<file path="src/sv/bsc_pkg.sv">
// ----------------------------------------------------------------------------
// bsc_pkg
// Types, constants and arithmetic helpers shared by the barometric
// compensation block.
// ----------------------------------------------------------------------------
package bsc_pkg;

   localparam int QDEPTH    = 4;
   localparam int QPW       = $clog2(QDEPTH);
   localparam int QCW       = $clog2(QDEPTH + 1);
   localparam int DIV_STEPS = 64;
   localparam int DEN_W     = 31;
   localparam int PRE_STG   = 12;
   localparam int POST_STG  = 6;
   localparam int CSR_IDX_W = 3;
   localparam int CSR_DAT_W = 64;

   localparam logic [CSR_IDX_W-1:0] CSR_ONLINE     = 3'd0;
   localparam logic [CSR_IDX_W-1:0] CSR_TEMP_CALIB = 3'd1;
   localparam logic [CSR_IDX_W-1:0] CSR_PRESS_LOW  = 3'd2;
   localparam logic [CSR_IDX_W-1:0] CSR_PRESS_HIGH = 3'd3;
   localparam logic [CSR_IDX_W-1:0] CSR_PRESS_LAST = 3'd4;

   typedef enum logic [1:0] {
      ST_OK      = 2'd0,
      ST_OFFLINE = 2'd1,
      ST_CALIB   = 2'd2,
      ST_ZERODIV = 2'd3
   } bsc_status_type;

   typedef struct packed {
      logic [19:0] press_code;
      logic [19:0] temp_code;
   } bsc_req_type;

   typedef struct packed {
      logic signed [15:0] temperature_centi;
      logic [31:0]        pressure_q24_8;
      bsc_status_type     status;
   } bsc_rsp_type;

   typedef struct packed {
      logic [19:0]    praw;
      logic [19:0]    traw;
      bsc_status_type st;
   } bsc_item_type;

   typedef struct packed {
      logic [19:0]        praw;
      logic signed [15:0] tc;
      bsc_status_type     st;
      logic               neg;
   } bsc_meta_type;

   typedef struct packed {
      logic [15:0] plast;
      logic [63:0] phi;
      logic [63:0] plo;
      logic [47:0] tcal;
   } bsc_calib_type;

   // low 64 bits of a 64x64 product, split in 32x32 partial products
   typedef struct packed {
      logic [63:0] ll;
      logic [31:0] cr;
   } bsc_wm_type;

   function automatic bsc_wm_type wm_part(logic [63:0] a, logic [63:0] b);
      bsc_wm_type  r;
      logic [63:0] lh;
      logic [63:0] hl;
      r.ll = {32'b0, a[31:0]} * {32'b0, b[31:0]};
      lh   = {32'b0, a[31:0]} * {32'b0, b[63:32]};
      hl   = {32'b0, a[63:32]} * {32'b0, b[31:0]};
      r.cr = lh[31:0] + hl[31:0];
      return r;
   endfunction

   function automatic logic [63:0] wm_sum(bsc_wm_type p);
      return p.ll + {p.cr, 32'b0};
   endfunction

endpackage

</file>
<file path="src/sv/bsc_front.sv">
// ----------------------------------------------------------------------------
// bsc_front
// Input stage: takes a reading and tags it with its error class.
// ----------------------------------------------------------------------------
module bsc_front (
   input  logic                  clock,
   input  logic                  reset,
   input  logic                  req_valid,
   output logic                  req_ready,
   input  bsc_pkg::bsc_req_type  req_data,
   input  logic                  online,
   input  logic [15:0]           t1,
   output logic                  q_valid,
   input  logic                  q_ready,
   output bsc_pkg::bsc_item_type q_data
);

   logic                  f_vld_ff;
   logic                  f_vld_in;
   bsc_pkg::bsc_item_type f_item_ff;
   bsc_pkg::bsc_item_type f_item_in;
   logic                  take;

   assign req_ready = !f_vld_ff || q_ready;
   assign take      = req_valid && req_ready;
   assign f_vld_in  = take || (f_vld_ff && !q_ready);

   always_comb begin
      f_item_in.praw = req_data.press_code;
      f_item_in.traw = req_data.temp_code;
      if (!online) begin
         f_item_in.st = bsc_pkg::ST_OFFLINE;
      end else if (t1 == 16'd0) begin
         f_item_in.st = bsc_pkg::ST_CALIB;
      end else begin
         f_item_in.st = bsc_pkg::ST_OK;
      end
   end

   always_ff @(posedge clock) begin
      if (reset) begin
         f_vld_ff <= 1'b0;
      end else begin
         f_vld_ff <= f_vld_in;
      end
   end

   always_ff @(posedge clock) begin
      if (take) begin
         f_item_ff <= f_item_in;
      end
   end

   assign q_valid = f_vld_ff;
   assign q_data  = f_item_ff;

endmodule

</file>
<file path="config.mk">
export PLATFORM = sky130hd
export DESIGN_NAME = bsc_front
export DESIGN_NICKNAME = d
export VERILOG_FILES = /design/src/sv/bsc_pkg.sv /design/src/sv/bsc_front.sv
export SDC_FILE = /design/constraint.sdc
export NUM_CORES = 1
export LEC_CHECK = 0
export ABC_AREA = 0
export CAP_MARGIN = 20
export CORE_ASPECT_RATIO = 1.25
export CORE_MARGIN = 5
export CORE_UTILIZATION = 40
export CTS_CLUSTER_DIAMETER = 60
export DETAILED_ROUTE_END_ITERATION = 7
export DONT_BUFFER_PORTS = 1
export PLACE_DENSITY = 0.6
export SLEW_MARGIN = 20
export SYNTH_ARGS = -nofsm -noshare
export SYNTH_HDL_FRONTEND = slang
export SYNTH_SLANG_ARGS = --single-unit
</file>
<file path="constraint.sdc">
create_clock -name clock -period 1.9 [get_ports clock]
set_input_delay 0.285 -clock clock [delete_from_list [all_inputs] [get_ports clock]]
set_output_delay 0.285 -clock clock [all_outputs]
set_load 0.02 [all_outputs]
</file>
* Yosys cells after proc, flatten, opt, wreduce, memory -nomap -nowiden
Cells that the tools add are included.
W data, S select, Z words.
** Cells by class
- Reductions and logical operators :: 7
- Multiplexer cells :: 1
** Operators with widths (count)
- $logic_not A16 Y1 :: 1
- $logic_and A1 B1 Y1 :: 2
- $logic_not A1 Y1 :: 2
- $logic_or A1 B1 Y1 :: 2
- $mux W2 :: 1
** Word-level totals
- Bits in registers :: 43
- Input bits :: 61
- Output and inout port bits :: 44
- Word-level logic and storage cells :: 12

* Longest topological paths before layout
Gate-level depths: netlist of the first run.
- Depth after elaboration :: 4
- Gate-level depth with buffers :: 3
- Mapped depth without buffers :: 3

* Worst setup path after synthesis of the first run
OpenSTA, ideal clock, no wires.
- Path kind :: register to register
- Start point :: register f_vld_ff, in the netlist q_valid
- End point :: register f_item_ff (netlist bit q_data[0]) (enable)
- Path buffers :: 0
- Period minus slack after synthesis :: 2.075 ns
- Data arrival time :: 1.672 ns
- Path slack :: -0.175 ns
- Setup time :: 0.403 ns
- Data required time :: 1.497 ns
- Stages on the path, launching flop included :: 3
- Cell sequence :: dfxtp_1 > nand2b_1 > and2_1
** Between the ends
- Cells in the longest elaborated chain, start to end :: 3
** RTL lines
- start, declared :: line bsc_front.sv:18 : logic f_vld_ff;
- start signal, assigned :: line bsc_front.sv:44 : f_vld_ff <= f_vld_in;
- $logic_not A1 Y1 :: line bsc_front.sv:24 : assign req_ready = !f_vld_ff || q_ready;
- $logic_or A1 B1 Y1 :: line bsc_front.sv:24
- net req_ready :: line bsc_front.sv:9 : output logic req_ready,
- $logic_and A1 B1 Y1 :: line bsc_front.sv:25 : assign take = req_valid && req_ready;
- net take :: line bsc_front.sv:22 : logic take;
- end signal, assigned :: line bsc_front.sv:50 : f_item_ff <= f_item_in;
- end, declared :: line bsc_front.sv:20 : bsc_pkg::bsc_item_type f_item_ff;
The timed path passes the listed nets, and every way through them passes these cells.
A chain may end at the register's enable or synchronous reset.

* Final worst setup path of the first run
- Start point :: register f_vld_ff, in the netlist q_valid
- End point :: register f_item_ff (netlist bit q_data[35]) (enable)
The elaborated chain is that of the path after synthesis.

==> results of run 1 <==
registers in the layout, summed over array words and instances (netlist names):
register,flops
q_data,42
q_valid,1
critical path, delay by kind of cell, from the launching register on:
family,cells,cell delay (ns)
AND/OR/NAND/NOR,2,0.51
flip-flops,1,0.45
buffers and inverters,1,0.20
cells by family (layout without fill, tap and decap cells):
kind of cell	Yosys count	in the layout
buf+inv	2	12
simple gates	8	8
compound gates	1	1
flops	43	43
routing by layer:
layer	global-route usage (%)	routed length, um	vias to the layer above
met5	0	60	-
met4	5.66	61	6
met3	12.5	504	13
met2	17.1	1360	66
met1	7.62	645	248
li1	-	-	231
path summary, 6_finish.rpt:
kind / slack, ns / to / cells past startpoint / start
min reg2reg: 0.78 / q_valid / 2 / q_valid
max: 0.48 / q_data[35] / 3 / q_valid
min: 0.06 / q_valid / 1 / reset
max reg2reg: 0.48 / q_data[35] / 3 / q_valid
power groups by stage:
| stage | Clock, mW | Combinational [mW] | Sequential, mW |
|---|---|---|---|
| 4_1_cts | 0.684 | 0.0377 | 1.20 |
| 5_1_grt | 0.723 | 0.0403 | 1.20 |
| 2_1_floorplan | 0 | 0.0230 | 1.21 |
| 3_5_place_dp | 0 | 0.0377 | 1.22 |
| 3_3_place_gp | 0 | 0.0361 | 1.22 |
| 6_report | 0.661 | 0.0365 | 1.20 |
layout by cell type, fill, tap and decap left out:
cell type,instances
clkbuf_8,5
edfxtp_1,42
nor4_2,1
dfxtp_1,1
nor4_1,2
nand2b_1,1
nor2_1,1
buf_4,1
nor4b_2,1
clkinv_1,1
clkinv_2,1
a21oi_1,1
buf_12,1
nand4_1,1
and2_2,1
bufinv_16,1
inv_1,2
stage by stage:
stage	cell area [sq um]	hold slack [ns]	utilization, %	setup WS [ns]
6_report	1540	0.0597	47.3	0.482
2_1_floorplan	1360	0.354	-	0.265
4_1_cts	1540	0.0479	47.3	0.468
3_5_place_dp	1430	0.364	44.0	0.492
3_3_place_gp	1430	0.356	44.0	0.495
5_1_grt	1540	0.0498	47.3	0.403
layout make-up:
class / instances / area share [%]
Inverter: 2 / 0.488
Multi-Input combinational cell: 9 / 4.47
Tap cell: 37 / 3.01
Clock buffer: 5 / 4.47
Clock inverter: 3 / 2.52
Timing Repair Buffer: 2 / 1.79
Sequential cell: 43 / 83.3
==> results.toml, run 1 <==
[die]
die_w_um = 62.1
fp.dieH_um = 75.1
num_rows = 23
coreArea_sq_um = 3250
io_pins = 105
start_util_pct = 41.7
die-area_sq_um = 4660

[clocking]
cts_tree = "yes"
clk_pin_slew_ns = 0.07
hold_buffers = 0
post_cts_buffers = 0
clock_sinks = 43
post_cts_resized = 0
clockBufferDepth = 2
clk_latency_ns = 0.28
cts-root-buf = "clkbuf_8"
numCtsBuffers = 5
htree_levels = 2

[sta]
finalSetupTns_ns = 0
finalSetupViolCount = 0
slew_violations = 0
fin_crit_ns = 1.42
maxSlewHeadroom_pct = 82.0
finalClockSkew_ns = 0.00278
finalHoldViolCount = 0
worst_pin_slew_ns = 0.270
fin_crit_sh_pct = 74.6
rsz0062_at_grt = "false"
fmax_mhz = 705

[worst_setup_path]
arrival_ns = 1.45
critPathRequiredTime_ns = 1.94
endpoint_kind = "register"
cp-start-kind = "register"
critPathSlowestCell = "dfxtp_1"
crit_fanout = 15
path_cells = "nand2b_1 > and2_2 > buf_4"
path_class = "register to register"
slowest_delay_ns = 0.45

[run]
drv_cap = 0

[logic_synthesis]
yosysSeqAreaShare_pct = 94.5
synth_top_family_by_area = "simple AND/OR/NAND/NOR gates"
synth_edf_count = 42
ys_ff_latch = 43
syn_nets = 115
synth_top_area_share_pct = 93.0
synth_adder_area_share_pct = 0
ys.flop_type = "edfxtp_1"
avgSynthCellArea_sq_um = 25.1
yosys_warnings = 0
synth-xor-area-share_pct = 0
synth_area_leader_cell = "edfxtp_1"
netlist_area_sq_um = 1360
synth_most_common_cell = "edfxtp_1"
synthTopCellsByArea = "edfxtp_1, dfxtp_1, nor4b_2"
ys_types = 11
synth-async-reset-ratio_pct = 0
synth_common_cells = "edfxtp_1, inv_1, nor4_1"
synth_compound_area_share_pct = 0.369
netlist_instances = 54
synth-simple-area-share_pct = 4.61
muxShareOfSynthArea_pct = 0

[pwr]
seq_power_share_pct = 63.2
peakVddDrop_mv = 0.782
p_per_area_nw_per_um2 = 1230
combPwrFrac_pct = 1.9
power_mw = 1.90
clkPwrFrac_pct = 34.8
p_switching_mw = 0.390
internal_power_mw = 1.51
total_leakage_power_nw = 0.507
power.share.switching_pct = 20.5

[layout]
stdcell_count = 101
drive_gt1_share_pct = 18.8
fill_cells = 262
syn2layout_area_growth_pct = 13.5
diodes = 0
layout.nets = 124
multiInputGateArea_sq_um = 68.8
ff_latch_area_sq_um = 1280

[global_routing]
grt_pass1_wl_um = 3320
antenna_found_initial = 3
first_global_vias = 628
grt_usage_pct = 11.0
grt_max_degree = 28
grt_overflow_total = 0

[detailed_routing]
drc = 0
ant_nets = 0
vias_per_cell = 5.58
dr.pass1.iters = 2
drtIter0Drc = 5
vias = 564
wirelength_um = 2630
post_drt_wl_per_cell_um = 26.0

[status]
status = "complete, no violations"

[place]
io_buffer_count = 0
dp_cells = 93
gp_congestion = 0.625
place_hpwl_um = 2140

[worst_hold_path]
hold_path.class = "input pin to register"
Note: power is estimated with default switching activity, not from simulation.
==> run 2, diff against run 1 <==
Settings changed: PLACE_DENSITY 0.6 to 0.58.
Clock period 1.9 ns to 1.5 ns, I/O delays scaled along.
==> run 2 against run 1 <==
  * Utilization increased by 0.35 points
  * Flip-flop and latch count unchanged
  * Total power is 19% higher
  * Clock-buffer cell count is 3 higher
  * Non-clock buffer count up 3
  * Worst hold slack worse by 0.027 ns
  * Register-to-register slack lost 0.03 ns
  * Sequential share of layout area fell by 0.60 points
  * Via count up 0.71%
  * Worst setup slack lost 0.063 ns
  * Routed wire length increased by 3.4%
  * Combinational power rose by 71%
  * Critical endpoint is now req_ready
  * Largest power group unchanged
==> results.toml, run 2 (synthesized netlist as in run 1, its figures left out) <==
[layout]
stdcell_count = 104
mostFrequentLayoutCells = "edfxtp_1, clkbuf_8, clkbuf_1"
largest_reg_flops = 42
final_core_util_pct = 47.7
layout.nets = 127
drive_gt1_share_pct = 17.9
mostFrequentLayoutCell = "edfxtp_1"
diodes = 0
syn2layout_area_growth_pct = 14.3

[global_routing]
globalRouteMet1Util_pct = 9.56
grt.busiest_layer = "met2"
first_global_vias = 590
use_met2_pct = 19.2
antenna_found_initial = 0
grt_pass1_wl_um = 3440
grt_overflow_total = 0
grt_max_degree = 25
grt_usage_pct = 11.3
grtUsageMet3_pct = 8.40

[clocking]
cts_tree = "yes"
clk_latency_ns = 0.28
cts-root-buf = "clkbuf_8"
clockBufferDepth = 2
clk_pin_slew_ns = 0.07
htree_levels = 2
clock_sinks = 43
numCtsBuffers = 5

[worst_setup_path]
critPathSlowestCell = "dfxtp_1"
crit_fanout = 2
critPathTopFamily = "flip-flops"
slowest_delay_ns = 0.34
endpoint_kind = "output pin"
critPathBufInv = 1
arrival_ns = 0.86
critPathRequiredTime_ns = 1.27
path_cells = "nand2b_1 > buf_4"
r2r-start = "q_valid"
cp-startpoint = "q_valid"
cp-start-kind = "register"
path_class = "register to output pin"

[sta]
slew_violations = 0
finalSetupViolCount = 0
finalClockSkew_ns = 0.00460
finalHoldViolCount = 0
fin_crit_ns = 1.08
finalSetupTns_ns = 0
maxSlewHeadroom_pct = 83.9
fin_crit_sh_pct = 72.1
fmax_mhz = 925
rsz0062_at_grt = "false"
worst_pin_slew_ns = 0.240

[die]
die_w_um = 62.1
io_pins = 105
die-area_sq_um = 4660
fp.dieH_um = 75.1
coreArea_sq_um = 3250
num_rows = 23
start_util_pct = 41.7

[worst_hold_path]
hold_path.class = "input pin to register"
worstHoldStart = "req_data[24]"

[pwr]
p_switching_mw = 0.484
combPwrFrac_pct = 2.8
peakVddDrop_mv = 0.726
clkPwrFrac_pct = 29.7
power.share.switching_pct = 21.5
seq_power_share_pct = 67.5
total_leakage_power_nw = 0.511
internal_power_mw = 1.76
p_per_area_nw_per_um2 = 1450

[detailed_routing]
drc = 0
vias_per_cell = 5.46
drtIter0Drc = 17
vias = 568
wirelength_um = 2720
ant_nets = 0
dr.pass1.iters = 2
post_drt_wl_per_cell_um = 26.2

[status]
status = "complete, no violations"

[place]
gp_congestion = 0.623
dp_cells = 95
io_buffer_count = 0

[run]
drv_cap = 0
## run 2: changes by cell type in the layout (fill, tap and decap cells not counted)
cell           before  now
clkbuf_1            0    3
and2_2              1    0
and2_4              0    1
buf_12              1    2
buf_4               1    2
bufinv_16           1    0
clkinv_1            1    0
clkinv_2            1    0
dlygate4sd3_1       0    1
## run 2: per-layer routing
layer,wire length [um],up-vias
met4,41,0
li1,-,239
met2,1580,53
met1,726,269
met3,371,7
met5,0,-
## run 2: worst paths after layout
kind,cells past startpoint,endpoint,slack (ns)
worst max-delay path,2,req_ready,0.42
worst min-delay path,0,q_data[26],0.03
worst max register to register,3,q_data[33],0.45
worst min register to register,3,q_valid,0.66
## run 2: final cells by class
cell class,count,area (sq um)
fillers,259,1700
repair buffers,5,65.1
well taps,37,46.3
multi-input cells,9,70.1
flip-flops and latches,43,1280
inverters,2,7.51
clock buffers,8,80.1
## run 2: timing repair
action,CTS,global route
endpoints found under the setup margin,0,0
resized for setup,0,0
buffers inserted,0,0
hold buffers,1,0
endpoints found under the hold margin,1,0
## run 2: power by group through the flow
stage	combinational (mW)	clock, mW	sequential (mW)
final	0.0623	0.667	1.52
after global routing	0.0681	0.747	1.52
after CTS	0.0636	0.687	1.52
after detailed placement	0.0615	0	1.55
after global placement	0.0594	0	1.55
after floorplan	0.0304	0	1.54
## run 2: stage by stage
stage	setup WS (ns)	instance area, sq um	total power [mW]	hold WS, ns
after floorplan	0.0882	1360	1.57	0.294
after global placement	0.473	1460	1.60	0.296
after detailed placement	0.456	1460	1.61	0.298
after CTS	0.408	1550	2.27	0.0233
after global routing	0.370	1550	2.34	0.00909
final	0.419	1550	2.25	0.0330
==> run 3, diff against run 2 <==
Clock period 1.5 ns to 1 ns, I/O delays scaled along.
==> run 3 against run 2 <==
  * The flow now finishes with violations (setup timing)
  * Cell count is 41% higher
  * Global-route usage is 1.4 points higher
  * Total power is 80% higher
  * Largest cell class unchanged
==> results.toml, run 3 (synthesized netlist as in run 1, its figures left out) <==
[layout]
fin_area_sq_um = 2050
mostFrequentLayoutCell = "dlygate4sd3_1"
mostFrequentLayoutCells = "dlygate4sd3_1, edfxtp_1, clkbuf_8, buf_12"
diodes = 0
stdcell_count = 147
largest_reg_flops = 42
drive_gt1_share_pct = 15.5
fill_cells = 235
syn2layout_area_growth_pct = 51.5
layout.nets = 170

[clocking]
clockBufferDepth = 2
numCtsBuffers = 5
htree_levels = 2
cts_tree = "yes"
clk_pin_slew_ns = 0.07
post_cts_resized = 0
clock_sinks = 43
clk_latency_ns = 0.28
post_cts_buffers = 0
cts-root-buf = "clkbuf_8"

[detailed_routing]
drc = 0
wirelength_um = 2940
drtIter0Drc = 19
vias_per_cell = 4.99
ant_nets = 0
post_drt_wl_per_cell_um = 20.0
vias = 734
dr.pass1.iters = 4

[die]
start_util_pct = 41.7
die_w_um = 62.1
io_pins = 105
num_rows = 23
die-area_sq_um = 4660
coreArea_sq_um = 3250
fp.dieH_um = 75.1

[pwr]
combPwrFrac_pct = 6.0
power.share.switching_pct = 19.4
clkPwrFrac_pct = 37.9
total_leakage_power_nw = 0.728
peakVddDrop_mv = 1.58
p_switching_mw = 0.785
internal_power_mw = 3.26
power_mw = 4.05
seq_power_share_pct = 56.2
p_per_area_nw_per_um2 = 1970

[sta]
slew_violations = 0
finalHoldViolCount = 0
worst_slack_ns = -0.0431
fin_crit_ns = 1.04
maxSlewHeadroom_pct = 82.8
rsz0062_at_grt = "true"
finalClockSkew_ns = 0.00336
fmax_mhz = 959
fin_crit_sh_pct = 104
worst_pin_slew_ns = 0.256
finalSetupViolCount = 42
whs_ns = 0.0435

[worst_setup_path]
critPathRequiredTime_ns = 1.00
rr_worst_depth = 3
cp-start-kind = "register"
r2r-start = "q_valid"
r2r_slack_ns = -0.04
crit_end = "q_data[33]"
cp-startpoint = "q_valid"
r2r_end = "q_data[33]"
endpoint_kind = "register"
arrival_ns = 1.05
path_class = "register to register"
crit_fanout = 17

[status]
violations = "setup timing"
status = "finished, violations left"

[run]
drv_cap = 0

[worst_hold_path]
min_path_cells = 1
hold_path.class = "input pin to register"

[global_routing]
grt_pass1_wl_um = 4050
grt_overflow_total = 0
antenna_found_initial = 0
grt_usage_pct = 12.7
first_global_vias = 803
grt_max_degree = 18

[place]
placed_area_sq_um = 1490
dp_cells = 96
io_buffer_count = 0
gp_congestion = 0.576
-- run 3: changes by cell type in the layout (fill, tap and decap cells not counted), sizes merged --
cell         previous run  this run
bufinv                  0         2
clkbuf                  8         6
buf                     4         5
dlygate4sd3             1        43
-- run 3: worst min-delay path by stage --
stage,from,end
5_1_grt,t1[12],q_data[1]
4_1_cts,t1[12],q_data[1]
3_3_place_gp,reset,q_valid
2_1_floorplan,reset,q_valid
6_report,t1[12],q_data[1]
3_5_place_dp,reset,q_valid
-- run 3: worst max-delay path: stages (launching register included) --
cell      delay, ns
dfxtp_4        0.35
nand2b_4       0.06
and2_4         0.18
buf_12         0.16
-- run 3: power groups by stage --
| stage | registers [mW] | clock network [mW] | logic [mW] |
|---|---|---|---|
| finish | 2.27 | 1.53 | 0.242 |
| global route | 2.29 | 1.65 | 0.261 |
| CTS | 2.28 | 1.57 | 0.244 |
| detailed placement | 2.32 | 0 | 0.107 |
| global placement | 2.32 | 0 | 0.104 |
| floorplan | 2.30 | 0 | 0.0479 |
-- run 3: per-layer routing --
metal	GRT usage (%)	part of all wire, %	vias up	wire length (um)
li1	-	-	323	-
met1	12.3	32	337	940
met2	21.4	54	72	1600
met3	7.72	13	2	391
met4	4.95	0.37	0	11
met5	0	0	-	0
-- run 3: cell type report --
type	count	area, sq um	share of cell area (%)
clock buffer	6	72.6	3.53
clock inverter	2	60.1	2.92
inverter	2	7.51	0.365
multi-input combinational	9	77.6	3.78
sequential	43	1280	62.5
tap	37	46.3	2.25
timing repair buffer	48	505	24.6
-- run 3: per-stage QoR --
stage                     TNS (ns)  setup slack [ns]  utilization [%]
final                        -1.36           -0.0431             63.2
after global routing         -3.01           -0.0859             63.2
after CTS                    -1.67           -0.0487             63.2
after detailed placement     -1.10           -0.0348             45.9
after global placement      -0.863           -0.0287             45.9
after floorplan              -9.87            -0.235                -
-- run 3: timing repair --
action / CTS / global route
endpoints found under the hold margin: 42 / 0
cloned: 0 / 0
setup endpoints to repair: 43 / 43
hold buffers: 43 / 0
