$ cat config.mk
export PLATFORM = sky130hd
export DESIGN_NAME = bsc_fifo
export DESIGN_NICKNAME = d
export VERILOG_FILES = /design/src/sv/bsc_pkg.sv /design/src/sv/bsc_fifo.sv
export SDC_FILE = /design/constraint.sdc
export NUM_CORES = 1
export LEC_CHECK = 0
export BUFFER_PORTS_ARGS = -buffer_cell sky130_fd_sc_hd__buf_2
export CORE_ASPECT_RATIO = 0.8
export CORE_MARGIN = 2
export CORE_UTILIZATION = 61
export CTS_CLUSTER_SIZE = 40
export DETAILED_ROUTE_END_ITERATION = 12
export PLACE_DENSITY_LB_ADDON = 0.2
export SKIP_LAST_GASP = 1
export SYNTH_ARGS = -nofsm -noshare
export SYNTH_HDL_FRONTEND = slang
export SYNTH_SLANG_ARGS = --single-unit
$ cat constraint.sdc
create_clock -name clock -period 3.7 [get_ports clock]
set_input_delay 0.185 -clock clock [delete_from_list [all_inputs] [get_ports clock]]
set_output_delay 0.185 -clock clock [all_outputs]
set_load 0.005 [all_outputs]
$ cat src/sv/bsc_pkg.sv
// ----------------------------------------------------------------------------
// bsc_pkg
// Types, constants and arithmetic helpers shared by the barometric
// compensation block.
// ----------------------------------------------------------------------------
package bsc_pkg;

   localparam int QDEPTH    = 4;
   localparam int QPW       = $clog2(QDEPTH);
   localparam int QCW       = $clog2(QDEPTH + 1);
   localparam int DIV_STEPS = 64;
   localparam int DEN_W     = 31;
   localparam int PRE_STG   = 12;
   localparam int POST_STG  = 6;
   localparam int CSR_IDX_W = 3;
   localparam int CSR_DAT_W = 64;

   localparam logic [CSR_IDX_W-1:0] CSR_ONLINE     = 3'd0;
   localparam logic [CSR_IDX_W-1:0] CSR_TEMP_CALIB = 3'd1;
   localparam logic [CSR_IDX_W-1:0] CSR_PRESS_LOW  = 3'd2;
   localparam logic [CSR_IDX_W-1:0] CSR_PRESS_HIGH = 3'd3;
   localparam logic [CSR_IDX_W-1:0] CSR_PRESS_LAST = 3'd4;

   typedef enum logic [1:0] {
      ST_OK      = 2'd0,
      ST_OFFLINE = 2'd1,
      ST_CALIB   = 2'd2,
      ST_ZERODIV = 2'd3
   } bsc_status_type;

   typedef struct packed {
      logic [19:0] press_code;
      logic [19:0] temp_code;
   } bsc_req_type;

   typedef struct packed {
      logic signed [15:0] temperature_centi;
      logic [31:0]        pressure_q24_8;
      bsc_status_type     status;
   } bsc_rsp_type;

   typedef struct packed {
      logic [19:0]    praw;
      logic [19:0]    traw;
      bsc_status_type st;
   } bsc_item_type;

   typedef struct packed {
      logic [19:0]        praw;
      logic signed [15:0] tc;
      bsc_status_type     st;
      logic               neg;
   } bsc_meta_type;

   typedef struct packed {
      logic [15:0] plast;
      logic [63:0] phi;
      logic [63:0] plo;
      logic [47:0] tcal;
   } bsc_calib_type;

   // low 64 bits of a 64x64 product, split in 32x32 partial products
   typedef struct packed {
      logic [63:0] ll;
      logic [31:0] cr;
   } bsc_wm_type;

   function automatic bsc_wm_type wm_part(logic [63:0] a, logic [63:0] b);
      bsc_wm_type  r;
      logic [63:0] lh;
      logic [63:0] hl;
      r.ll = {32'b0, a[31:0]} * {32'b0, b[31:0]};
      lh   = {32'b0, a[31:0]} * {32'b0, b[63:32]};
      hl   = {32'b0, a[63:32]} * {32'b0, b[31:0]};
      r.cr = lh[31:0] + hl[31:0];
      return r;
   endfunction

   function automatic logic [63:0] wm_sum(bsc_wm_type p);
      return p.ll + {p.cr, 32'b0};
   endfunction

endpackage

$ cat src/sv/bsc_fifo.sv
// ----------------------------------------------------------------------------
// bsc_fifo
// Short queue between the input stage and the arithmetic pipeline.
// ----------------------------------------------------------------------------
module bsc_fifo (
   input  logic                  clock,
   input  logic                  reset,
   input  logic                  in_valid,
   output logic                  in_ready,
   input  bsc_pkg::bsc_item_type in_data,
   output logic                  out_valid,
   input  logic                  out_ready,
   output bsc_pkg::bsc_item_type out_data
);

   bsc_pkg::bsc_item_type         mem_ff [bsc_pkg::QDEPTH];
   logic [bsc_pkg::QPW-1:0]       wp_ff;
   logic [bsc_pkg::QPW-1:0]       wp_in;
   logic [bsc_pkg::QPW-1:0]       rp_ff;
   logic [bsc_pkg::QPW-1:0]       rp_in;
   logic [bsc_pkg::QCW-1:0]       cnt_ff;
   logic [bsc_pkg::QCW-1:0]       cnt_in;
   logic                          push;
   logic                          pop;

   assign in_ready  = cnt_ff != bsc_pkg::QCW'(bsc_pkg::QDEPTH);
   assign out_valid = cnt_ff != '0;
   assign out_data  = mem_ff[rp_ff];
   assign push      = in_valid && in_ready;
   assign pop       = out_valid && out_ready;

   always_comb begin
      wp_in  = push ? wp_ff + 1'b1 : wp_ff;
      rp_in  = pop ? rp_ff + 1'b1 : rp_ff;
      cnt_in = cnt_ff;
      if (push && !pop) begin
         cnt_in = cnt_ff + 1'b1;
      end else if (pop && !push) begin
         cnt_in = cnt_ff - 1'b1;
      end
   end

   always_ff @(posedge clock) begin
      if (reset) begin
         wp_ff  <= '0;
         rp_ff  <= '0;
         cnt_ff <= '0;
      end else begin
         wp_ff  <= wp_in;
         rp_ff  <= rp_in;
         cnt_ff <= cnt_in;
      end
   end

   always_ff @(posedge clock) begin
      if (push) begin
         mem_ff[wp_ff] <= in_data;
      end
   end

   a_cnt_range : assert property (@(posedge clock) disable iff (reset)
      cnt_ff <= bsc_pkg::QCW'(bsc_pkg::QDEPTH))
      else $error("queue count out of range");

   a_cnt_up : assert property (@(posedge clock) disable iff (reset)
      (push && !pop) |=> cnt_ff == $past(cnt_ff) + 1'b1)
      else $error("queue count did not follow push");

endmodule

# --- Word level (Yosys, flattened, before mapping) ---
# Memories as Yosys holds them, arrays and structs flattened. A register that Yosys moved wholly into a read port is not among the register bits.
# Cells that the tools add are included.
totals:
  ff_bits: 7
  memories: 1
  output_inout_bits: 44
  input_bits: 46
  elab_cells: 23
  mem_bits_rw: 168
mem_list:
  columns: ["name", "words", "width", "rd", "rd_ports_with_merged_regs", "wr", "line", "rtl"]
  rows:
  - ["mem_ff", 4, 42, 1, 1, 1, "bsc_fifo.sv:16", "bsc_pkg::bsc_item_type mem_ff [bsc_pkg::QDEPTH];"]
classes:
  reduce_logical: 8
  n_eq_ne: 1
  add_sub_neg: 4
  mux: 6
op_table:
  columns: ["operator", "count"]
  rows:
  - ["3-bit 2-to-1 mux", 2]
  - ["2-bit by 1-bit adder with 2-bit output (second input constant)", 2]
  - ["1-bit logical AND", 4]
  - ["2-bit 2-to-1 mux", 2]
  - ["3-bit by 1-bit adder with 3-bit output (second input constant)", 1]
  - ["3-bit != test (second input constant)", 1]
  - ["3-bit nonzero test", 1]
  - ["3-bit by 1-bit subtractor with 3-bit output (second input constant)", 1]
  - ["1-bit logical NOT", 2]
  - ["1-bit 2-to-1 mux", 2]
  - ["2-bit nonzero test", 1]

# --- Longest topological paths before layout ---
# Gate-level depths: netlist (run 1).
logic_depth:
  ltp_word: 6
  depth_mapped: 8

# --- Worst setup path after synthesis (run 1) ---
# No wires, ideal clock.
synth_timing:
  kind: "reg-to-reg"
  from: "register cnt_ff[0] (netlist name)"
  to: "memory mem_ff[0][0] (netlist name) (enable)"
  t_arrival_ns: 1.817
  required_time_ns: 3.297
  setup_ns: 0.403
  path_stages_with_launch: 4
  setup_slack_ns: 1.480
  period_less_slack_ns: 2.220
  cell_sequence: "dfxtp_1 -> nor2_1 -> a21boi_2 -> and2_1"
synth_between:
  elab_chain_cells: 4
synth_lines:
  columns: ["element", "line", "rtl"]
  rows:
  - ["from (decl)", "bsc_fifo.sv:21", "logic [bsc_pkg::QCW-1:0] cnt_ff;"]
  - ["from (signal assigned)", "bsc_fifo.sv:51", "cnt_ff <= cnt_in;"]
  - ["3-bit != test", "bsc_fifo.sv:26", "assign in_ready = cnt_ff != bsc_pkg::QCW'(bsc_pkg::QDEPTH);"]
  - ["1-bit logical AND", "bsc_fifo.sv:29", "assign push = in_valid && in_ready;"]
  - ["named net push", "bsc_fifo.sv:23", "logic push;"]
  - ["1-bit 2-to-1 mux", "bsc_fifo.sv:56", "if (push) begin"]
  - ["1-bit 2-to-1 mux (implied by the code)", "bsc_fifo.sv:57", "mem_ff[wp_ff] <= in_data;"]
  - ["to (decl)", "bsc_fifo.sv:16", null]
# The timed path passes the listed nets, and every way through them passes these cells.

==> results of run 1 <==
==> worst max-delay path, stage by stage, from the launching register on <==
cell	delay [ns]
dfxtp_4	0.89
mux4_1	0.70
buf_2	0.16
==> cells in the final DEF, fill, tap and decap left out, types with 4 or more instances in the layout <==
cell type / instances
ha_1: 5
buf_2: 89
edfxtp_1: 168
xor2_1: 4
dlygate4sd3_1: 42
dfxtp_1: 7
nor2_1: 8
mux4_2: 40
and2_2: 4
clkbuf_16: 17
==> cell type report <==
type                    instances  area [um2]
well taps                     140         175
flip-flops and latches        177        5230
clock buffers                  20         437
inverters                       3        11.3
multi-input cells              77        1230
fillers                       552        2240
repair buffers                133         881
clock inverters                12         159
==> flip-flops by register name (all words and copies together), names as in the netlist, named ones only <==
signal,flops
wp_ff,2
rp_ff,2
mem_ff,168
cnt_ff,3
==> where the power goes <==
group	total [mW]	internal [mW]	switching, mW
Clock	1.79	1.07	0.723
Sequential	2.66	2.44	0.218
Combinational	1.00	0.597	0.406
==> routing by layer <==
metal / vias to the layer above / global-route usage [%]
li1: 1408 / -
met1: 1630 / 30.1
met2: 90 / 33.5
met3: 9 / 5.84
met4: 0 / 7.24
met5: - / 0
==> path summary, 6_finish.rpt <==
kind                            startpoint            to  slack (ns)
worst max-delay path              register  out_data[37]        1.34
worst min register to register    wp_ff[1]      wp_ff[1]        0.51
worst min-delay path                 reset     cnt_ff[2]        0.06
worst max register to register   cnt_ff[0]     cnt_ff[2]        1.45
==> cell families (layout without fill, tap and decap cells) <==
logic type               after synthesis  count (layout)  share of synthesized area (%)
flip-flops                           177             177                           79.4
multiplexers                          45              45                           15.0
AND/OR/NAND/NOR                       17              17                           1.27
buffers and inverters                 14             168                           1.98
adder cells (fa/ha/maj)                6               6                           1.26
XOR/XNOR                               4               4                          0.532
AO/OA/AOI/OAI                          5               5                          0.570
==> cells in the mapped netlist <==
master    number  area [um2]
o311ai_0       1        8.76
inv_1          3        11.3
or3_1          2        12.5
buf_6          1        11.3
a21boi_2       1        11.3
mux2i_1        2        20.0
nand2_1        1        3.75
clkbuf_1       2        7.51
a21oi_1        1        5.00
mux4_2        40         901
buf_12         4        80.1
nand2b_1       2        12.5
dfxtp_1        9         180
xor2_1         4        35.0
mux2_2         1        11.3
o21ai_0        1        5.00
buf_2          4        20.0
nor2_1         8        30.0
o31ai_1        1        7.51
ha_1           5        62.6
fa_1           1        20.0
edfxtp_1     168        5040
mux4_1         2        52.6
and2_1         4        25.0
==> stage by stage <==
stage | total power [mW] | utilization (%) | instance area, um2 | setup WS, ns | cells
floorplan | 3.34 | - | 6580 | 1.48 | 268
global placement | 3.65 | 68.6 | 7110 | 1.51 | 488
detailed placement | 3.66 | 68.6 | 7110 | 1.47 | 488
CTS | 5.49 | 78.4 | 8120 | 1.27 | 562
global route | 5.66 | 78.4 | 8120 | 1.19 | 562
finish | 5.45 | 78.4 | 8120 | 1.34 | 562
==> timing repair <==
item,4_1_cts,5_1_grt
endpoints found under the hold margin,168,0
gates resized for setup,0,0
buffers inserted,0,0
hold buffers,42,0
==> flow_summary_export.csv, run 1 <==
group,metric,value,unit
run_status,status,"finished clean",
routing,drc,0,
synthesis,netlist_instances,268,
sta,fin_setup_tns,0,ns
flow_run,drv_cap,0,
floorplan,fp.dieH,96.9,um
global_route,grt_pass1_wl,18100,um
routing,routedLengthMet1,5100,um
clock_tree,cts_max_level,4,
place,io_buffers,89,
min_path,min_path_type,"in -> reg",
global_route,grtUsageTotal,21.5,%
sta,post-route-period-util,63.7,%
global_route,grt_pass1_vias,3327,
critical_path,worstPathArrival,2.17,ns
place,dp_hpwl,6220,um
floorplan,die_w,120,um
critical_path,critPathRequiredTime,3.51,ns
cells_and_area,synthToLayoutAreaGrowth,23.4,%
sta,max-slew-margin-rel,25.1,%
sta,max_freq,0.424,GHz
routing,routed_wl,11800,um
sta,rsz0062_at_grt,"false",
cells_and_area,finalNetCount,461,
critical_path,cp_max_fo,42,
synthesis,postSynthAreaPerCell,24.5,um2
global_route,grt_max_degree,43,
critical_path,worstSetupPathType,"reg -> out",
routing,drtPass1Iterations,4,
synthesis,syn_nets,320,
sta,finalHoldViolations,0,
synthesis,ys_ff_latch,177,
critical_path,r2r_cells,8,
floorplan,die-area,11600,um2
sta,finalSetupViolCount,0,
place,gp_congestion,0.789,
synthesis,synth_area,6580,um2
floorplan,io_pins,90,
cells_and_area,drive_gt1_share,39.8,%
routing,top_layer,"met4",
clock_tree,cts_buffers,17,
routing,dr_wl_met2,6080,um
routing,dr_wl_met3,529,um
min_path,holdPathStages,2,
sta,slew_violations,0,
synthesis,yosys_warnings,0,
routing,first_iter_violations,328,
sta,holdWs,0.0560,ns
floorplan,core,10400,um2
clock_tree,clock_latency,0.43,ns
global_route,grt_overflow,0,
clock_tree,cts.sinks,177,
critical_path,start_kind,"register",
power,power_leakage,2.80,nW
routing,antenna_left,0,
critical_path,worst_setup_path_end_kind,"primary output",
clock_tree,path_clk_slew,0.06,ns
synthesis,ys_types,24,
global_route,antenna_found_initial,0,
sta,fin_crit,2.36,ns
sta,fin_skew,0.00736,ns
cells_and_area,diodes,0,
floorplan,rows,33,
routing,vias,3137,
synthesis,ys_seq_area_share,79.4,%
clock_tree,clockRootBuffer,"clkbuf_16",
clock_tree,ctsLongestPathBuffers,2,
floorplan,initial_utilization,63.5,%
power,power_density,671,nW/um2
clock_tree,cts_tree,"yes",
routing,avgRoutedWirePerCell,21.0,um
power,peakVddDrop,406,uV
routing,viasPerCell,5.58,
sta,tightest_slew,1.12,ns
Power figures use the tool's default switching activity.
==> inputs of run 2 (changes only) <==
ABC_AREA = 1   (was unset)
CORE_UTILIZATION = 57   (was 61)
clock period = 2.35 ns   (was 3.7 ns; I/O delays follow)
==> run 2 against run 1 <==
  * Via count increased by 34%
  * Design area increased by 2.8%
  * Non-clock buffer count increased by 13
  * Sequential share of layout area decreased by 1.8 points
  * Critical endpoint is now out_data[40]
==> flow_summary_export.csv, run 2 <==
group,metric,value,unit
flow_run,drv_cap,0,
floorplan,die_w,125,um
min_path,min_path_type,"in -> reg",
floorplan,die-area,12600,um2
sta,fin_crit,2.20,ns
synthesis,ys_ff_latch,177,
synthesis,netlist_instances,474,
cells_and_area,layout_common_cells,"168 x edfxtp_1, 94 x nor2_1, 89 x buf_2, 62 x o21ai_0, 44 x dlygate4sd3_1",
floorplan,initial_utilization,58.4,%
sta,finalSetupViolCount,0,
routing,first_iter_violations,314,
global_route,grtUsageTotal,21.5,%
critical_path,worstPathArrival,2.08,ns
place,pre_cts_ws,0.519,ns
clock_tree,ctsResizeCount,0,
sta,slew_violations,0,
place,placed_area,7350,um2
synthesis,synthArstFlopShare,0,%
cells_and_area,synthToLayoutAreaGrowth,24.6,%
critical_path,critPathRequiredTime,2.23,ns
routing,drtPass1Iterations,4,
clock_tree,ctsLongestPathBuffers,2,
routing,viasPerCell,5.43,
synthesis,yosys-top-cells-count,"168 x edfxtp_1, 98 x nor2_1, 62 x o21ai_0, 42 x o22ai_1, 23 x o21ai_1",
synthesis,yosys.area_share.xor_xnor,0.131,%
cells_and_area,drive_gt1_share,22.5,%
synthesis,yosys_warnings,0,
sta,post-route-period-util,93.7,%
sta,max-slew-margin-rel,46.2,%
synthesis,yosysTopAreaCellShare,75.3,%
synthesis,ys_seq_area_share,78.0,%
sta,finalHoldViolations,0,
critical_path,worstSetupPathType,"reg -> out",
clock_tree,clock_latency,0.41,ns
power,peakVddDrop,578,uV
global_route,grt_pass1_wl,20500,um
sta,fin_skew,0.00726,ns
synthesis,ys_types,18,
routing,vias,4203,
synthesis,synthTopCellsByArea,"edfxtp_1 75%, nor2_1 5.5%, o21ai_0 4.6%",
synthesis,synth.largest_area_cell,"edfxtp_1",
power,power_density,1020,nW/um2
floorplan,rows,35,
clock_tree,cts_max_level,4,
floorplan,io_pins,90,
place,io_buffers,89,
clock_tree,cts_tree,"yes",
synthesis,postSynthAreaPerCell,14.1,um2
global_route,grt_pass1_vias,4128,
cells_and_area,finalNetCount,665,
synthesis,yosys.area_share.simple,6.75,%
min_path,holdPathStages,3,
critical_path,start_kind,"register",
cells_and_area,fillers,734,
synthesis,syn_nets,526,
synthesis,synth_edf_count,168,
cells_and_area,max_flop_register,"mem_ff",
synthesis,synth_compound_area_share,10.5,%
cells_and_area,diodes,0,
synthesis,synthAdderAreaFrac,1.23,%
cells_and_area,fin_area,8350,um2
critical_path,worst_setup_path_end_kind,"primary output",
routing,routed_wl,13000,um
place,gp_congestion,0.788,
sta,fin_setup_tns,0,ns
critical_path,r2r_end,"cnt_ff[2]",
cells_and_area,top_regs,"mem_ff: 168 flops, cnt_ff: 3 flops",
cells_and_area,layout_commonest_cell,"edfxtp_1",
floorplan,fp.dieH,101,um
global_route,grt_overflow,0,
run_status,status,"finished clean",
clock_tree,cts_buffers,17,
critical_path,r2r_slack,0.48,ns
cells_and_area,largest_register_ff_count,168,
sta,rsz0062_at_grt,"false",
sta,setup_slack,0.148,ns
min_path,worstHoldStart,"out_ready",
sta,tightest_slew,0.807,ns
place,dp_hpwl,7090,um
global_route,antenna_found_initial,0,
routing,antenna_left,0,
clock_tree,cts.sinks,177,
global_route,grt_max_degree,85,
synthesis,yosysMostFrequentCell,"edfxtp_1",
power,finalPower,8.53,mW
critical_path,rr_startpoint,"cnt_ff[1]",
clock_tree,post_cts_buffers,0,
synthesis,synth_area,6700,um2
power,power_leakage,3.01,nW
sta,max_freq,0.454,GHz
synthesis,synth_ff_type,"edfxtp_1",
routing,avgRoutedWirePerCell,16.8,um
floorplan,core,11500,um2
clock_tree,clockRootBuffer,"clkbuf_16",
routing,drc,0,
clock_tree,path_clk_slew,0.07,ns
synthesis,synth_top_family_by_area,"compound AO/OA/AOI/OAI gates",
critical_path,r2r_cells,12,
critical_path,cp_max_fo,84,
synthesis,synth_mux_area_share,0,%
-- run 2: cell count changes in the layout (fill, tap and decap cells not counted), sizes merged, moves of 3 or more --
| cell | delta |
|---|---|
| nor2 | +90 |
| o21ai | +84 |
| mux4 | -42 |
| o22ai | +42 |
| inv | +17 |
| nand2 | +14 |
| buf | +11 |
| and2 | -4 |
| nand3 | +4 |
| bufinv | -3 |
| clkbuf | -3 |
| xor2 | -3 |
-- run 2: routing by layer --
| metal | part of all wire, % | routed length [um] | vias to the layer above | global-route usage [%] |
|---|---|---|---|---|
| met5 | 0 | 0 | - | 0 |
| met4 | 1.1 | 138 | 0 | 7.44 |
| met3 | 5.7 | 745 | 10 | 5.94 |
| met2 | 50 | 6570 | 140 | 36.0 |
| met1 | 43 | 5560 | 2026 | 27.6 |
| li1 | - | - | 2027 | - |
-- run 2: timing repair --
item	in CTS	in global routing
hold buffers	44	0
hold endpoints to repair	174	0
setup endpoints to repair	0	0
-- run 2: cell type report --
| cell class | count | area [um2] | share of cell area [%] |
|---|---|---|---|
| clock buffer | 17 | 425 | 5.10 |
| sequential | 177 | 5230 | 62.6 |
| tap | 148 | 185 | 2.22 |
| multi-input combinational | 255 | 1280 | 15.3 |
| inverter | 16 | 60.1 | 0.720 |
| clock inverter | 15 | 128 | 1.53 |
| timing repair buffer | 146 | 1050 | 12.5 |
-- run 2: worst max-delay path, stage by stage (launching register included) --
cell,delay [ns]
dfxtp_2,0.34
buf_4,0.64
o21ai_0,0.24
o22ai_1,0.28
buf_2,0.16
-- run 2: cells by family after synthesis --
kind of cell / count (synthesis)
AND/OR/NAND/NOR: 118
buffers and inverters: 42
adder cells (fa/ha/maj): 6
AO/OA/AOI/OAI: 130
XOR/XNOR: 1
flip-flops: 177
-- run 2: where the power goes --
group / switching (mW) / total [mW] / internal [mW]
clock: 1.21 / 2.60 / 1.38
combinational: 1.24 / 2.00 / 0.769
sequential: 0.0961 / 3.93 / 3.83
total: 2.54 / 8.53 / 5.98
-- run 2: metrics by stage --
stage | hold slack [ns] | utilization, % | instances
finish | 0.0239 | 72.7 | 774
global route | 0.0144 | 72.7 | 774
CTS | 0.00223 | 72.7 | 774
detailed placement | 0.335 | 64.1 | 698
global placement | 0.328 | 64.1 | 698
floorplan | 0.187 | - | 474
-- run 2: worst max-delay path by stage --
stage	cells after the start	end	slack (ns)	from
after detailed placement	12	cnt_ff[2]	0.52	cnt_ff[1]
after global placement	13	cnt_ff[2]	0.61	cnt_ff[0]
after CTS	4	out_data[40]	0.13	register
after global routing	4	out_data[40]	0.03	register
final	4	out_data[40]	0.15	register
after floorplan	4	mem_ff[0][0]	-0.56	cnt_ff[0]
==> inputs of run 3 (changes only) <==
CORE_UTILIZATION = 59   (was 57)
CTS_BUF_LIST = sky130_fd_sc_hd__clkbuf_4 sky130_fd_sc_hd__clkbuf_8   (was unset)
==> run 3 against run 2 <==
  * Die area down 3.3%
  * Design area shrank 1.7%
  * Sequential power barely moved
  * Register-to-register slack lost 0.06 ns
  * First-iteration DRC count shrank 17%
  * Cell count up 0.26%
  * Largest cell class unchanged
  * Routed wire length up 3.3%
==> flow_summary_export.csv, run 3 (synthesis gave the netlist of run 2 again) <==
group,metric,value,unit
floorplan,die_w,123,um
sta,slew_violations,0,
global_route,grt_pass1_vias,4179,
power,power_density,970,nW/um2
routing,avgRoutedWirePerCell,17.3,um
critical_path,worstPathArrival,1.97,ns
sta,fin_crit,2.08,ns
critical_path,path_buf_inv,2,
place,place_inst,698,
floorplan,rows,34,
sta,finalSetupViolCount,0,
clock_tree,cts_buffers,17,
sta,fin_setup_tns,0,ns
sta,holdWs,0.421,ns
cells_and_area,layout.cells.non_filler,776,
critical_path,slowest_delay,0.49,ns
run_status,status,"finished clean",
cells_and_area,max_flop_register,"mem_ff",
clock_tree,cts_max_level,4,
critical_path,worst_setup_path_end_kind,"primary output",
floorplan,initial_utilization,61.0,%
global_route,antenna_found_initial,1,
routing,vias,4310,
routing,antenna_left,0,
flow_run,drv_cap,0,
sta,max_freq,0.480,GHz
critical_path,start_kind,"register",
sta,rsz0062_at_grt,"false",
critical_path,slowest_stage,"dfxtp_2",
cells_and_area,fin_area,8200,um2
cells_and_area,drive_gt1_share,22.5,%
min_path,min_path_type,"in -> reg",
cells_and_area,layout_common_cells,"168 x edfxtp_1, 94 x nor2_1, 89 x buf_2, 62 x o21ai_0, 45 x dlygate4sd3_1",
cells_and_area,synthToLayoutAreaGrowth,22.5,%
sta,fin_skew,0.0143,ns
global_route,grt_max_degree,71,
critical_path,r2r_cells,13,
routing,drc,0,
cells_and_area,finalNetCount,670,
critical_path,cp_max_fo,70,
clock_tree,path_clk_slew,0.09,ns
cells_and_area,largest_register_ff_count,168,
floorplan,core,11000,um2
critical_path,path_delay_family,"buffers and inverters",
clock_tree,clockRootBuffer,"clkbuf_8",
power,power_leakage,2.95,nW
global_route,grt_pass1_wl,20700,um
sta,tightest_slew,0.476,ns
global_route,grtUsageTotal,22.9,%
critical_path,path_cells,"buf_6 > o21ai_0 > o22ai_1 > buf_2",
floorplan,io_pins,90,
floorplan,die-area,12200,um2
cells_and_area,layout_commonest_cell,"edfxtp_1",
routing,routed_wl,13400,um
clock_tree,cts_tree,"yes",
clock_tree,cts.sinks,177,
cells_and_area,fin_util,74.7,%
place,gp_congestion,0.828,
power,peakVddDrop,643,uV
critical_path,r2r_slack,0.42,ns
clock_tree,ctsLongestPathBuffers,2,
place,dp_hpwl,7790,um
place,io_buffers,89,
routing,drtPass1Iterations,4,
global_route,grt_overflow,0,
critical_path,worstSetupPathType,"reg -> out",
critical_path,worstSetupPathDepth,4,
routing,viasPerCell,5.55,
cells_and_area,top_regs,"mem_ff: 168 flops, cnt_ff: 3 flops",
critical_path,critPathRequiredTime,2.23,ns
floorplan,fp.dieH,99.3,um
clock_tree,post_cts_buffers,0,
routing,first_iter_violations,262,
sta,post-route-period-util,88.7,%
min_path,holdPathStages,3,
sta,finalHoldViolations,0,
clock_tree,clock_latency,0.44,ns
sta,max-slew-margin-rel,68.3,%
place,placed_area,7370,um2
[run 3: cell types whose count changed in the layout (fill, tap and decap cells not counted), moves of 2 or more]
cell | previous run | this run
buf_4 | 8 | 12
bufinv_16 | 0 | 2
clkbuf_16 | 17 | 0
clkbuf_8 | 0 | 17
clkinv_1 | 0 | 3
clkinv_4 | 6 | 1
clkinvlp_4 | 2 | 5
inv_6 | 5 | 2
[run 3: routing by layer]
layer  wire length (um)  share of wire (%)  track usage, %  up-vias
met2               6510                 48            37.1      160
met4                191                1.4            8.83        0
met5                  0                  0               0        -
li1                   -                  -               -     2040
met3                907                6.7            7.11       14
met1               5830                 43            29.2     2096
[run 3: path summary, 6_finish.rpt]
check             startpoint      endpoint
setup / recovery    register  out_data[32]
hold / removal         reset     cnt_ff[0]
setup reg to reg   cnt_ff[0]     cnt_ff[2]
hold reg to reg     rp_ff[1]      rp_ff[1]
[run 3: final cells by class]
type,count,area (um2)
inverter,16,60.1
tap,144,180
fill,700,2770
timing repair buffer,151,1080
clock buffer,18,241
multi-input combinational,255,1280
clock inverter,14,140
antenna,1,2.50
sequential,177,5230
[run 3: power breakdown]
group | internal, mW | switching, mW | total (mW)
clock network | 0.950 | 1.04 | 1.99
logic | 0.789 | 1.22 | 2.01
registers | 3.83 | 0.125 | 3.95
[run 3: timing repair]
item                                    CTS  global route
endpoints found under the hold margin   175             0
endpoints found under the setup margin    0            24
hold buffers                             45             0
resized for setup                         0             1
[run 3: metrics by stage]
step / setup WS [ns] / power, mW
6_report: 0.265 / 7.95
5_1_grt: 0.0753 / 8.36
4_1_cts: 0.0950 / 7.98
3_5_place_dp: 0.457 / 5.96
3_3_place_gp: 0.615 / 5.90
2_1_floorplan: -0.559 / 5.17
[run 3: tightest hold or removal path: stages]
cell and delay (ns):
dlygate4sd3_1 0.51, buf_2 0.14, nor2_1 0.05
